==> config.mk <==
export PLATFORM = sky130hd
export DESIGN_NAME = scalar_kalman_filter_top_flat
export DESIGN_NICKNAME = d
export VERILOG_FILES = /design/src/rtl/core/skf_pkg.sv /design/src/rtl/core/skf_req_if.sv /design/src/rtl/core/skf_rsp_if.sv /design/src/rtl/core/skf_csr_if.sv /design/src/rtl/core/skf_csr.sv /design/src/rtl/core/skf_ctrl.sv /design/src/rtl/core/skf_dp.sv /design/src/rtl/core/scalar_kalman_filter_top.sv /design/src/flat_wrapper.sv
export SDC_FILE = /design/constraint.sdc
export NUM_CORES = 2
export LEC_CHECK = 0
export BUFFER_PORTS_ARGS = -buffer_cell sky130_fd_sc_hd__buf_2
export CORE_ASPECT_RATIO = 0.5
export CORE_UTILIZATION = 59
export DETAILED_ROUTE_END_ITERATION = 12
export PLACE_DENSITY = 0.79
export SLEW_MARGIN = 20
export SYNTH_ARGS = -nofsm -noshare
export SYNTH_HDL_FRONTEND = slang
export SYNTH_SLANG_ARGS = --single-unit
==> constraint.sdc <==
create_clock -name clock -period 10.25 [get_ports clock]
set_clock_uncertainty 0.1 [all_clocks]
set_input_delay 2.05 -clock clock [delete_from_list [all_inputs] [get_ports clock]]
set_output_delay 2.05 -clock clock [all_outputs]
set_load 0.01 [all_outputs]
==> src/rtl/core/skf_pkg.sv <==
// Shared types and constants for the scalar Kalman filter.
// No dependencies; compiled first.
package skf_pkg;

   localparam int unsigned DATA_W    = 32;
   localparam int unsigned CSR_IDX_W = 8;
   localparam int unsigned DIV_STEPS = 32;
   localparam int unsigned CNT_W     = $clog2(DIV_STEPS);

   localparam logic [DATA_W-1:0] DEF_PROCESS_NOISE = 32'd17;
   localparam logic [DATA_W-1:0] DEF_MEAS_NOISE    = 32'd16777;
   localparam logic [DATA_W-1:0] DEF_INIT_VARIANCE = 32'd16777216;
   localparam logic [DATA_W-1:0] DEF_INIT_ESTIMATE = 32'd0;

   localparam logic [CSR_IDX_W-1:0] CSR_PROCESS_NOISE    = 8'd0;
   localparam logic [CSR_IDX_W-1:0] CSR_MEAS_NOISE       = 8'd1;
   localparam logic [CSR_IDX_W-1:0] CSR_INITIAL_ESTIMATE = 8'd2;
   localparam logic [CSR_IDX_W-1:0] CSR_INITIAL_VARIANCE = 8'd3;

   typedef enum logic [2:0] {
      ST_IDLE,
      ST_PREP,
      ST_DIV,
      ST_MUL_EST,
      ST_MUL_VAR,
      ST_DONE
   } skf_state_type;

   // effective configuration, defaults already substituted
   typedef struct packed {
      logic [DATA_W-1:0]        process_noise;
      logic [DATA_W-1:0]        measurement_noise;
      logic signed [DATA_W-1:0] initial_estimate;
      logic [DATA_W-1:0]        initial_variance;
   } skf_cfg_type;

   // controller to datapath commands
   typedef struct packed {
      logic load;
      logic prep;
      logic div_step;
      logic mul_est;
      logic mul_var;
      logic commit;
   } skf_cmd_type;

endpackage

==> src/rtl/core/skf_req_if.sv <==
// Input channel: measurement transactions.
// Depends on skf_pkg.
interface skf_req_if;
   logic                                valid;
   logic                                ready;
   logic signed [skf_pkg::DATA_W-1:0]   measurement;
   logic                                restart;

   modport source (output valid, output measurement, output restart, input ready);
   modport sink   (input valid, input measurement, input restart, output ready);
endinterface

==> src/rtl/core/skf_rsp_if.sv <==
// Result channel: updated estimate and variance transactions.
// Depends on skf_pkg.
interface skf_rsp_if;
   logic                                valid;
   logic                                ready;
   logic signed [skf_pkg::DATA_W-1:0]   estimate;
   logic [skf_pkg::DATA_W-1:0]          variance;

   modport source (output valid, output estimate, output variance, input ready);
   modport sink   (input valid, input estimate, input variance, output ready);
endinterface

==> src/rtl/core/skf_csr_if.sv <==
// Configuration write channel: register index and write data.
// Depends on skf_pkg.
interface skf_csr_if;
   logic                              valid;
   logic                              ready;
   logic [skf_pkg::CSR_IDX_W-1:0]     index;
   logic [skf_pkg::DATA_W-1:0]        data;

   modport source (output valid, output index, output data, input ready);
   modport sink   (input valid, input index, input data, output ready);
endinterface

==> src/rtl/core/skf_csr.sv <==
// Configuration registers with default substitution for zero values.
// Depends on skf_pkg.
module skf_csr (
   input  logic                          clock,
   input  logic                          reset,
   input  logic                          wr_valid,
   input  logic [skf_pkg::CSR_IDX_W-1:0] wr_index,
   input  logic [skf_pkg::DATA_W-1:0]    wr_data,
   output skf_pkg::skf_cfg_type          cfg
);
   import skf_pkg::*;

   logic [DATA_W-1:0] pn_ff, mn_ff, ie_ff, iv_ff;

   always_ff @(posedge clock) begin
      if (reset) begin
         pn_ff <= DEF_PROCESS_NOISE;
         mn_ff <= DEF_MEAS_NOISE;
         ie_ff <= DEF_INIT_ESTIMATE;
         iv_ff <= DEF_INIT_VARIANCE;
      end else if (wr_valid) begin
         unique case (wr_index)
            CSR_PROCESS_NOISE:    pn_ff <= wr_data;
            CSR_MEAS_NOISE:       mn_ff <= wr_data;
            CSR_INITIAL_ESTIMATE: ie_ff <= wr_data;
            CSR_INITIAL_VARIANCE: iv_ff <= wr_data;
            default: ;
         endcase
      end
   end

   always_comb begin
      cfg.process_noise     = (pn_ff == '0) ? DEF_PROCESS_NOISE : pn_ff;
      cfg.measurement_noise = (mn_ff == '0) ? DEF_MEAS_NOISE : mn_ff;
      cfg.initial_estimate  = ie_ff;
      cfg.initial_variance  = (iv_ff == '0) ? DEF_INIT_VARIANCE : iv_ff;
   end

endmodule

==> src/rtl/core/skf_ctrl.sv <==
// Sequencing state machine: prep, 32 divider steps, two multiplies, commit.
// Depends on skf_pkg.
module skf_ctrl (
   input  logic                  clock,
   input  logic                  reset,
   input  logic                  req_valid,
   output logic                  req_ready,
   output logic                  rsp_valid,
   input  logic                  rsp_ready,
   output skf_pkg::skf_cmd_type  cmd
);
   import skf_pkg::*;

   skf_state_type    state_ff, state_in;
   logic [CNT_W-1:0] cnt_ff, cnt_in;
   logic             rsp_valid_ff, rsp_valid_in;
   logic             out_free;

   always_ff @(posedge clock) begin
      if (reset) begin
         state_ff     <= ST_IDLE;
         cnt_ff       <= '0;
         rsp_valid_ff <= 1'b0;
      end else begin
         state_ff     <= state_in;
         cnt_ff       <= cnt_in;
         rsp_valid_ff <= rsp_valid_in;
      end
   end

   assign out_free  = !rsp_valid_ff || rsp_ready;
   assign req_ready = (state_ff == ST_IDLE);
   assign rsp_valid = rsp_valid_ff;

   always_comb begin
      state_in     = state_ff;
      cnt_in       = cnt_ff;
      rsp_valid_in = rsp_valid_ff && !rsp_ready;
      cmd          = '0;
      unique case (state_ff)
         ST_IDLE: begin
            if (req_valid) begin
               cmd.load = 1'b1;
               state_in = ST_PREP;
            end
         end
         ST_PREP: begin
            cmd.prep = 1'b1;
            cnt_in   = '0;
            state_in = ST_DIV;
         end
         ST_DIV: begin
            cmd.div_step = 1'b1;
            cnt_in       = cnt_ff + CNT_W'(1);
            if (cnt_ff == CNT_W'(DIV_STEPS - 1)) begin
               state_in = ST_MUL_EST;
            end
         end
         ST_MUL_EST: begin
            cmd.mul_est = 1'b1;
            state_in    = ST_MUL_VAR;
         end
         ST_MUL_VAR: begin
            cmd.mul_var = 1'b1;
            state_in    = ST_DONE;
         end
         ST_DONE: begin
            if (out_free) begin
               cmd.commit   = 1'b1;
               rsp_valid_in = 1'b1;
               state_in     = ST_IDLE;
            end
         end
         default: state_in = ST_IDLE;
      endcase
   end

endmodule

==> src/rtl/core/skf_dp.sv <==
// Datapath: filter state, restoring gain divider, shared 32x32 multiplier,
// output registers. Depends on skf_pkg.
module skf_dp (
   input  logic                               clock,
   input  logic                               reset,
   input  skf_pkg::skf_cmd_type               cmd,
   input  skf_pkg::skf_cfg_type               cfg,
   input  logic signed [skf_pkg::DATA_W-1:0]  req_measurement,
   input  logic                               req_restart,
   output logic signed [skf_pkg::DATA_W-1:0]  rsp_estimate,
   output logic [skf_pkg::DATA_W-1:0]         rsp_variance
);
   import skf_pkg::*;

   logic signed [DATA_W-1:0] est_ff;
   logic [DATA_W-1:0]        var_ff;
   logic signed [DATA_W-1:0] meas_ff;
   logic [DATA_W-1:0]        prior_ff;
   logic [DATA_W:0]          s_ff;
   logic [DATA_W:0]          rem_ff;
   logic [DATA_W-1:0]        k_ff;
   logic [DATA_W-1:0]        mag_ff;
   logic                     neg_ff;
   logic [2*DATA_W-1:0]      prod_ff;
   logic signed [DATA_W-1:0] est_new_ff;
   logic signed [DATA_W-1:0] rsp_est_ff;
   logic [DATA_W-1:0]        rsp_var_ff;

   logic [DATA_W:0]          prior_sum;
   logic [DATA_W-1:0]        prior_sat;
   logic [DATA_W:0]          diff, diff_neg;
   logic [DATA_W+1:0]        rem_sh, rem_sub;
   logic [DATA_W-1:0]        mul_a, mul_b;
   logic [2*DATA_W-1:0]      prod_rnd;
   logic [DATA_W-1:0]        rnd_hi;
   logic [DATA_W-1:0]        one_minus_k;

   assign prior_sum   = {1'b0, var_ff} + {1'b0, cfg.process_noise};
   assign prior_sat   = prior_sum[DATA_W] ? '1 : prior_sum[DATA_W-1:0];
   assign diff        = {meas_ff[DATA_W-1], meas_ff} - {est_ff[DATA_W-1], est_ff};
   assign diff_neg    = '0 - diff;
   assign rem_sh      = {rem_ff, 1'b0};
   assign rem_sub     = rem_sh - {1'b0, s_ff};
   assign one_minus_k = '0 - k_ff;
   assign mul_a       = cmd.mul_est ? k_ff : one_minus_k;
   assign mul_b       = cmd.mul_est ? mag_ff : prior_ff;
   assign prod_rnd    = prod_ff + (2*DATA_W)'(64'h8000_0000);
   assign rnd_hi      = prod_rnd[2*DATA_W-1:DATA_W];

   always_ff @(posedge clock) begin
      if (reset) begin
         est_ff <= DEF_INIT_ESTIMATE;
         var_ff <= DEF_INIT_VARIANCE;
      end else if (cmd.load && req_restart) begin
         est_ff <= cfg.initial_estimate;
         var_ff <= cfg.initial_variance;
      end else if (cmd.commit) begin
         est_ff <= est_new_ff;
         var_ff <= rnd_hi;
      end
   end

   always_ff @(posedge clock) begin
      if (cmd.load) begin
         meas_ff <= req_measurement;
      end
      if (cmd.prep) begin
         prior_ff <= prior_sat;
         s_ff     <= {1'b0, prior_sat} + {1'b0, cfg.measurement_noise};
         rem_ff   <= {1'b0, prior_sat};
         neg_ff   <= diff[DATA_W];
         mag_ff   <= diff[DATA_W] ? diff_neg[DATA_W-1:0] : diff[DATA_W-1:0];
      end
      if (cmd.div_step) begin
         // restoring step: remainder stays below the divisor
         if (!rem_sub[DATA_W+1]) begin
            rem_ff <= rem_sub[DATA_W:0];
            k_ff   <= {k_ff[DATA_W-2:0], 1'b1};
         end else begin
            rem_ff <= rem_sh[DATA_W:0];
            k_ff   <= {k_ff[DATA_W-2:0], 1'b0};
         end
      end
      if (cmd.mul_est || cmd.mul_var) begin
         prod_ff <= (2*DATA_W)'(mul_a) * (2*DATA_W)'(mul_b);
      end
      if (cmd.mul_var) begin
         est_new_ff <= neg_ff ? est_ff - $signed(rnd_hi) : est_ff + $signed(rnd_hi);
      end
      if (cmd.commit) begin
         rsp_est_ff <= est_new_ff;
         rsp_var_ff <= rnd_hi;
      end
   end

   assign rsp_estimate = rsp_est_ff;
   assign rsp_variance = rsp_var_ff;

endmodule

==> src/rtl/core/scalar_kalman_filter_top.sv <==
// Scalar random-walk Kalman filter, top level.
// Channels req_ch (measurement, restart), rsp_ch (estimate, variance) and
// csr_ch (register index, write data). Register 0 process noise, 1
// measurement noise, 2 initial estimate, 3 initial variance; other indices
// are accepted and ignored. csr_ch.ready is always high.
// Each measurement gives one result. After the request transaction the block
// runs a prep state, the restoring gain divider (one quotient bit per cycle),
// the estimate and variance multiplies on the shared 32x32 multiplier and a
// commit state that registers the result. req_ch.ready is high only between
// items, so a new request is taken only after the previous one is committed.
// The result sits in an output register; the next request is taken while it
// waits. If the receiver still stalls when the next result is ready, the
// block holds in its commit state until the output register frees.
// Synchronous reset loads the register defaults and sets the estimate to 0
// and the variance to 1.0. Depends on skf_pkg and the channel interfaces.
module scalar_kalman_filter_top (
   input  logic  clock,
   input  logic  reset,
   skf_req_if.sink   req_ch,
   skf_rsp_if.source rsp_ch,
   skf_csr_if.sink   csr_ch
);
   import skf_pkg::*;

   skf_cfg_type cfg;
   skf_cmd_type cmd;

   assign csr_ch.ready = 1'b1;

   skf_csr u_csr (
      .clock    (clock),
      .reset    (reset),
      .wr_valid (csr_ch.valid),
      .wr_index (csr_ch.index),
      .wr_data  (csr_ch.data),
      .cfg      (cfg)
   );

   skf_ctrl u_ctrl (
      .clock     (clock),
      .reset     (reset),
      .req_valid (req_ch.valid),
      .req_ready (req_ch.ready),
      .rsp_valid (rsp_ch.valid),
      .rsp_ready (rsp_ch.ready),
      .cmd       (cmd)
   );

   skf_dp u_dp (
      .clock           (clock),
      .reset           (reset),
      .cmd             (cmd),
      .cfg             (cfg),
      .req_measurement (req_ch.measurement),
      .req_restart     (req_ch.restart),
      .rsp_estimate    (rsp_ch.estimate),
      .rsp_variance    (rsp_ch.variance)
   );

endmodule

==> src/flat_wrapper.sv <==
// flat-port wrapper written by rule: the top's interface ports become plain ports
module scalar_kalman_filter_top_flat import skf_pkg::*;
  (clock, reset, req_ch_valid, req_ch_measurement, req_ch_restart, req_ch_ready, rsp_ch_valid, rsp_ch_estimate, rsp_ch_variance, rsp_ch_ready, csr_ch_valid, csr_ch_index, csr_ch_data, csr_ch_ready);
  skf_req_if req_ch_i ();
  skf_rsp_if rsp_ch_i ();
  skf_csr_if csr_ch_i ();
  input  logic clock;
  input  logic reset;
  input wire logic [$bits(req_ch_i.valid)-1:0] req_ch_valid;
  input wire logic [$bits(req_ch_i.measurement)-1:0] req_ch_measurement;
  input wire logic [$bits(req_ch_i.restart)-1:0] req_ch_restart;
  output wire logic [$bits(req_ch_i.ready)-1:0] req_ch_ready;
  output wire logic [$bits(rsp_ch_i.valid)-1:0] rsp_ch_valid;
  output wire logic [$bits(rsp_ch_i.estimate)-1:0] rsp_ch_estimate;
  output wire logic [$bits(rsp_ch_i.variance)-1:0] rsp_ch_variance;
  input wire logic [$bits(rsp_ch_i.ready)-1:0] rsp_ch_ready;
  input wire logic [$bits(csr_ch_i.valid)-1:0] csr_ch_valid;
  input wire logic [$bits(csr_ch_i.index)-1:0] csr_ch_index;
  input wire logic [$bits(csr_ch_i.data)-1:0] csr_ch_data;
  output wire logic [$bits(csr_ch_i.ready)-1:0] csr_ch_ready;
  assign req_ch_i.valid = req_ch_valid;
  assign req_ch_i.measurement = req_ch_measurement;
  assign req_ch_i.restart = req_ch_restart;
  assign req_ch_ready = req_ch_i.ready;
  assign rsp_ch_valid = rsp_ch_i.valid;
  assign rsp_ch_estimate = rsp_ch_i.estimate;
  assign rsp_ch_variance = rsp_ch_i.variance;
  assign rsp_ch_i.ready = rsp_ch_ready;
  assign csr_ch_i.valid = csr_ch_valid;
  assign csr_ch_i.index = csr_ch_index;
  assign csr_ch_i.data = csr_ch_data;
  assign csr_ch_ready = csr_ch_i.ready;
  scalar_kalman_filter_top u_core (.clock(clock), .reset(reset), .req_ch(req_ch_i), .rsp_ch(rsp_ch_i), .csr_ch(csr_ch_i));
endmodule
Word-level counts from Yosys, hierarchy flattened. Cells that the tools add are included.

$add $sub $neg: 10. Muxes and demuxes: 31. Equal/unequal tests: 12. Reductions and logical operators: 19. Multiply operators: 1.

Operator list (number): $mux W32 (12); $mux W33 (3); $logic_not A32 Y1 (3); $add A32 B32 Y33 (2); $add A64 B32 Y64 const B (1); $mul A32 B32 Y64 (1); $sub A1 B32 Y32 const A (2); $sub A34 B33 Y34 (1); $sub A32 B32 Y33 (1); $add A32 B32 Y32 (1); $sub A32 B32 Y32 (1); $pmux W3 S6 (1); $eq A8 B2 Y1 const B (2); $mux W1 (11); $pmux W5 S2 (1); $mux W3 (3); $eq A8 B1 Y1 const B (1); $logic_not A8 Y1 (1); $reduce_and A2 Y1 (4); $eq A3 B2 Y1 const B (2); $eq A3 B3 Y1 const B (2); $ne A2 B2 Y1 const B (3); $reduce_bool A2 Y1 (3); $add A5 B1 Y5 const B (1); 7 further kinds (10).

Flip-flop bits (word level): 556. Input port bits: 78. Output and inout port bits: 67.

Depth between registers and ports, before layout.
Depth in word-level cells: 6. Gate-level depth with buffers: 40. Mapped depth without buffers: 38.

Cells and area by module. A second synthesis with hierarchy kept.

Cells, all modules: 6688. Area total of the unflattened synthesis: 62432.4 µm².

By module, submodules not included: skf_dp (cells an instance 6040, times used 1, sequential area each 11010.6 µm², area an instance 56206.4 µm²); skf_csr (cells an instance 589, times used 1, sequential area each 2562.5 µm², area an instance 5749.3 µm²); skf_ctrl (cells an instance 57, times used 1, sequential area each 180.2 µm², area an instance 465.4 µm²); scalar_kalman_filter_top (cells an instance 2, times used 1, sequential area each 0.0 µm², area an instance 11.3 µm²).

Worst setup path after synthesis. No wires, ideal clock.

Kind: register to register. Start: reg u_core.u_ctrl.state_ff[0]. End: reg u_core.u_dp.rem_ff[0], enable pin. Setup slack: -223 ps. Arrival time: 9981 ps. Period minus slack after synthesis: 10473 ps. Stages on the path, launching flop included: 5. Path buffers: 1. Path through: dfxtp_1 clkbuf_1 nor3b_1 nor2_1 inv_1.

Longest elaborated chain between the ends: 3. Elaborated cells between the ends (all ways): 5.

RTL lines: from (decl) (line skf_ctrl.sv:14) `skf_state_type state_ff, state_in;`; from (signal assigned) (line skf_ctrl.sv:25) `state_ff <= state_in;`; $eq A3 B2 Y1 / $eq A3 B1 Y1 (equally long branches) (line skf_ctrl.sv:40) `unique case (state_ff)`; $mux W1 (line skf_ctrl.sv:40); $reduce_bool A2 Y1 (no line) (*); to (signal assigned) (line skf_dp.sv:70) `rem_ff <= {1'b0, prior_sat};`; to (signal assigned) (line skf_dp.sv:77) `rem_ff <= rem_sub[DATA_W:0];`; to (signal assigned) (line skf_dp.sv:80) `rem_ff <= rem_sh[DATA_W:0];`; to (decl) (line skf_dp.sv:20) `logic [DATA_W:0] rem_ff;`.

Every way passes the cells marked *; elsewhere a longest branch is shown, timed or not. A chain may end at the register's enable or synchronous reset.

Worst setup path in the final report.
Start: reg u_core.u_dp.k_ff[0]. End: reg u_core.u_dp.prod_ff[63], data pin.

Longest elaborated chain between the ends: 3.

RTL lines: from (decl) (line skf_dp.sv:21) `logic [DATA_W-1:0] k_ff;`; from (signal assigned) (line skf_dp.sv:78) `k_ff <= {k_ff[DATA_W-2:0], 1'b1};`; from (signal assigned) (line skf_dp.sv:81) `k_ff <= {k_ff[DATA_W-2:0], 1'b0};`; $sub A1 B32 Y32 (line skf_dp.sv:44) `assign one_minus_k = '0 - k_ff;`; $mux W32 (*) (line skf_dp.sv:45) `assign mul_a = cmd.mul_est ? k_ff : one_minus_k;`; $mul A32 B32 Y64 (*) (line skf_dp.sv:85) `prod_ff <= (2*DATA_W)'(mul_a) * (2*DATA_W)'(mul_b);`; to (signal assigned) (line skf_dp.sv:85); to (decl) (line skf_dp.sv:24) `logic [2*DATA_W-1:0] prod_ff;`.

Marked as above.

==> results.yml <==
clocking:
  cts.sinks: 525
  cts_max_level: 2
  hold_buffers: 0
  clk_latency_ps: 670
  clk_pin_slew_ps: 70
  cts_tree: "done"
  cts_made_buffers: 51
  cts-root-buf: "clkbuf_16"
  cts_max_path_buffers: 3
setup_path:
  worstPathRequired_ps: 10530
  slowest_delay_ps: 580
  cp.arrival_ps: 10270
  worstRegToRegCells: 32
  critPathLaunchType: "register"
  worst_path_max_delay_cell: "or4_4"
  cpMostUsedCell: "fa_1"
  worstSetupPathType: "register to register"
  endpoint_kind: "register"
  cp_max_fo: 6
detailed_routing:
  drc: 0
  wirelength_um: 192000
  drtAntennaViolNets: 0
  vias: 49900
  avgViaCountPerCell: 6.04
  drtIter0Drc: 5270
  wl_per_cell_um: 23.3
  first_pass_iters: 6
synth:
  synth_area_leaders: "fa_1, edfxtp_1, ha_1"
  yosysTopAreaCellShare_pct: 29.5
  synth_top_cell_by_area: "fa_1"
  synth_edf_count: 324
  synth_async_sr_flop_share_pct: 0
  yosys_warnings: 0
  syn_nets: 8153
  synth_area_um2: 61000
  seq_area_frac_synth_pct: 22.5
  yosys_most_used_dff: "edfxtp_1"
  syn_area_per_cell_um2: 9.04
  synth_cell_types: 99
  syn_inst: 6750
  ys_ff_latch: 525
global_routing:
  grt_pass1_wl_um: 291000
  grt_pass1_vias: 49493
  grtUsageTotal_pct: 36.9
  gr-total-overflow: 0
  grt_max_degree: 136
  antenna_found_initial: 3
sta:
  max_freq_mhz: 100
  min_period_over_period_pct: 97.5
  period_minus_slack_ps: 9990
  tightest_slew_ps: 1200
  setup_violations: 0
  slew_headroom_pct: 19.4
  hold_viol_final: 0
  finalMaxSlewViolations: 0
worst_hold_path:
  whs_path_depth: 0
  worstHoldPathType: "register to register"
placement:
  portBuffers: 143
  gp_congestion: 1.05
  post_dp_cell_area_um2: 64300
  hpwl_um: 155000
floorplan:
  rows: 82
  dieArea_um2: 105000
  core_area_um2: 101000
  ios: 145
  die_w_um: 457
  start_util_pct: 60.2
  die_height_um: 229
layout:
  synthToLayoutAreaGrowth_pct: 8.73
  nNetsFinal: 8269
  drive_above_1_share_pct: 8.73
  final_cell_area_um2: 66300
flow_run:
  cap_violations: 0
run_status:
  status: "completed"
Yosys cell counts, types with 33 or more instances:
| library cell | number |
|---|---|
| nor2b_1 | 34 |
| edfxtp_1 | 324 |
| dfxtp_1 | 201 |
| o21ai_0 | 130 |
| nand2_1 | 982 |
| ha_1 | 425 |
| a22oi_1 | 44 |
| nor4_1 | 37 |
| a21o_1 | 111 |
| a21oi_1 | 412 |
| nor3_1 | 68 |
| fa_1 | 900 |
| inv_1 | 1004 |
| nand3_1 | 81 |
| and3_1 | 35 |
| nor2_1 | 787 |
| nand4_1 | 33 |
| mux2i_1 | 48 |
| nand2b_1 | 53 |
| xnor2_1 | 210 |
| clkbuf_1 | 306 |
| xor2_1 | 107 |
| a31oi_1 | 34 |
routing by layer:
metal / GRT usage (%) / wire length (µm) / vias to the layer above / part of all wire (%)
li1: - / - / 21821 / -
met5: 0 / 0 / - / 0
met1: 47.8 / 71300 / 24555 / 37
met4: 17.5 / 11000 / 0 / 5.7
met3: 11.4 / 25900 / 612 / 13
met2: 56.7 / 84200 / 2912 / 44
layout by cell type, fill, tap and decap left out, types with 17 or more instances in the layout:
cell       synthesis  final
a211oi_1          30     30
a21o_1           111    111
a21oi_1          412    409
a22oi_1           44     44
a31oi_1           34     34
and2_1            23     22
and3_1            35     33
buf_2             17    143
buf_4              1    238
clkbuf_1         306     17
clkbuf_16          0     51
dfxtp_1          201    201
edfxtp_1         324    324
fa_1             900    900
ha_1             425    423
inv_1           1004   1003
mux2i_1           48     25
mux2i_2            0     23
nand2_1          982    981
nand2b_1          53     53
nand3_1           81     79
nand4_1           33     33
nor2_1           787    783
nor2b_1           34     33
nor3_1            68     66
nor4_1            37     36
o211ai_1          20     20
o21a_1            24     24
o21ai_0          130    126
o21bai_1          25     25
xnor2_1          210    196
xor2_1           107    102
flip-flops by register name (all words and copies together) (netlist names):
signal	cells
u_core.u_dp.rsp_estimate	32
u_core.u_ctrl.rsp_valid	1
u_core.u_csr.ie_ff	32
u_core.u_dp.mag_ff	32
u_core.u_dp.rsp_variance	32
u_core.u_dp.rem_ff	33
u_core.u_dp.prior_ff	32
u_core.u_csr.iv_ff	32
u_core.u_dp.est_new_ff	32
u_core.u_dp.prod_ff	33
u_core.u_dp.k_ff	32
u_core.u_ctrl.cnt_ff	5
u_core.u_dp.var_ff	32
u_core.u_dp.neg_ff	1
u_core.u_dp.est_ff	32
u_core.u_ctrl.state_ff	3
u_core.u_dp.meas_ff	32
u_core.u_dp.s_ff	33
u_core.u_csr.mn_ff	32
u_core.u_csr.pn_ff	32
area by class of cell:
| cell class | instances | area (µm²) |
|---|---|---|
| Multi-Input combinational cell | 4887 | 42600 |
| Fill cell | 8292 | 34900 |
| Sequential cell | 525 | 13800 |
| Inverter | 1006 | 3780 |
| Timing Repair Buffer | 395 | 2760 |
| Tap cell | 1344 | 1680 |
| Clock buffer | 73 | 1410 |
| Clock inverter | 23 | 295 |
| Antenna cell | 4 | 10.0 |
worst paths after layout:
path,from,endpoint,slack (ps)
worst max-delay path,u_core.u_dp.k_ff[0]$_DFFE_PP_,u_core.u_dp.prod_ff[63]$_DFFE_PP_,260
worst min-delay path,u_core.u_dp.est_new_ff[20]$_DFFE_PP_,u_core.u_dp.rsp_estimate[20]$_DFFE_PP_,350
worst max register to register,u_core.u_dp.k_ff[0]$_DFFE_PP_,u_core.u_dp.prod_ff[63]$_DFFE_PP_,260
worst min register to register,u_core.u_dp.est_new_ff[20]$_DFFE_PP_,u_core.u_dp.rsp_estimate[20]$_DFFE_PP_,350
worst max-delay path: cells and delay by family, from the launching register on:
| family | cells | cell delay, ps |
|---|---|---|
| AOI/OAI and AO/OA | 9 | 2570 |
| xor gates and xnor gates | 2 | 280 |
| adders and majority gates | 10 | 4560 |
| buffers and inverters | 4 | 360 |
| DFF | 1 | 380 |
| and+or+nand+nor | 7 | 1440 |
cells by family (layout without fill, tap and decap cells):
group,count (synthesis),count (layout),share of synthesized area [%]
other,1,5,0.00615
AND/OR/NAND/NOR,2226,2226,15.5
multiplexers,51,51,0.843
buffers and inverters,1338,1497,8.27
flip-flops,525,525,22.5
adder cells (fa/ha/maj),1325,1325,38.3
XOR/XNOR,317,317,4.55
AO/OA/AOI/OAI,967,967,9.99
stage by stage:
step / utilization [%] / instances / hold WS (ps) / TNS, ps / setup slack (ps)
detailed placement: 63.5 / 8146 / 336 / -246 / -166
floorplan: - / 6750 / 324 / 0 / 109
global route: 65.5 / 8253 / 362 / -201 / -93.7
finish: 65.5 / 8257 / 353 / 0 / 260
global placement: 63.5 / 8145 / 335 / -75.7 / -75.7
CTS: 65.2 / 8243 / 351 / 0 / 25.7
repair_timing:
action                     CTS  global route
gates resized for setup      5            28
setup endpoints to repair    8            20
buffers inserted             1             8
cloned                       0             1
pin swaps                    0            13
Power is not shown: default switching activity piles up to over one toggle a cycle in this logic, so the estimate is an artifact.
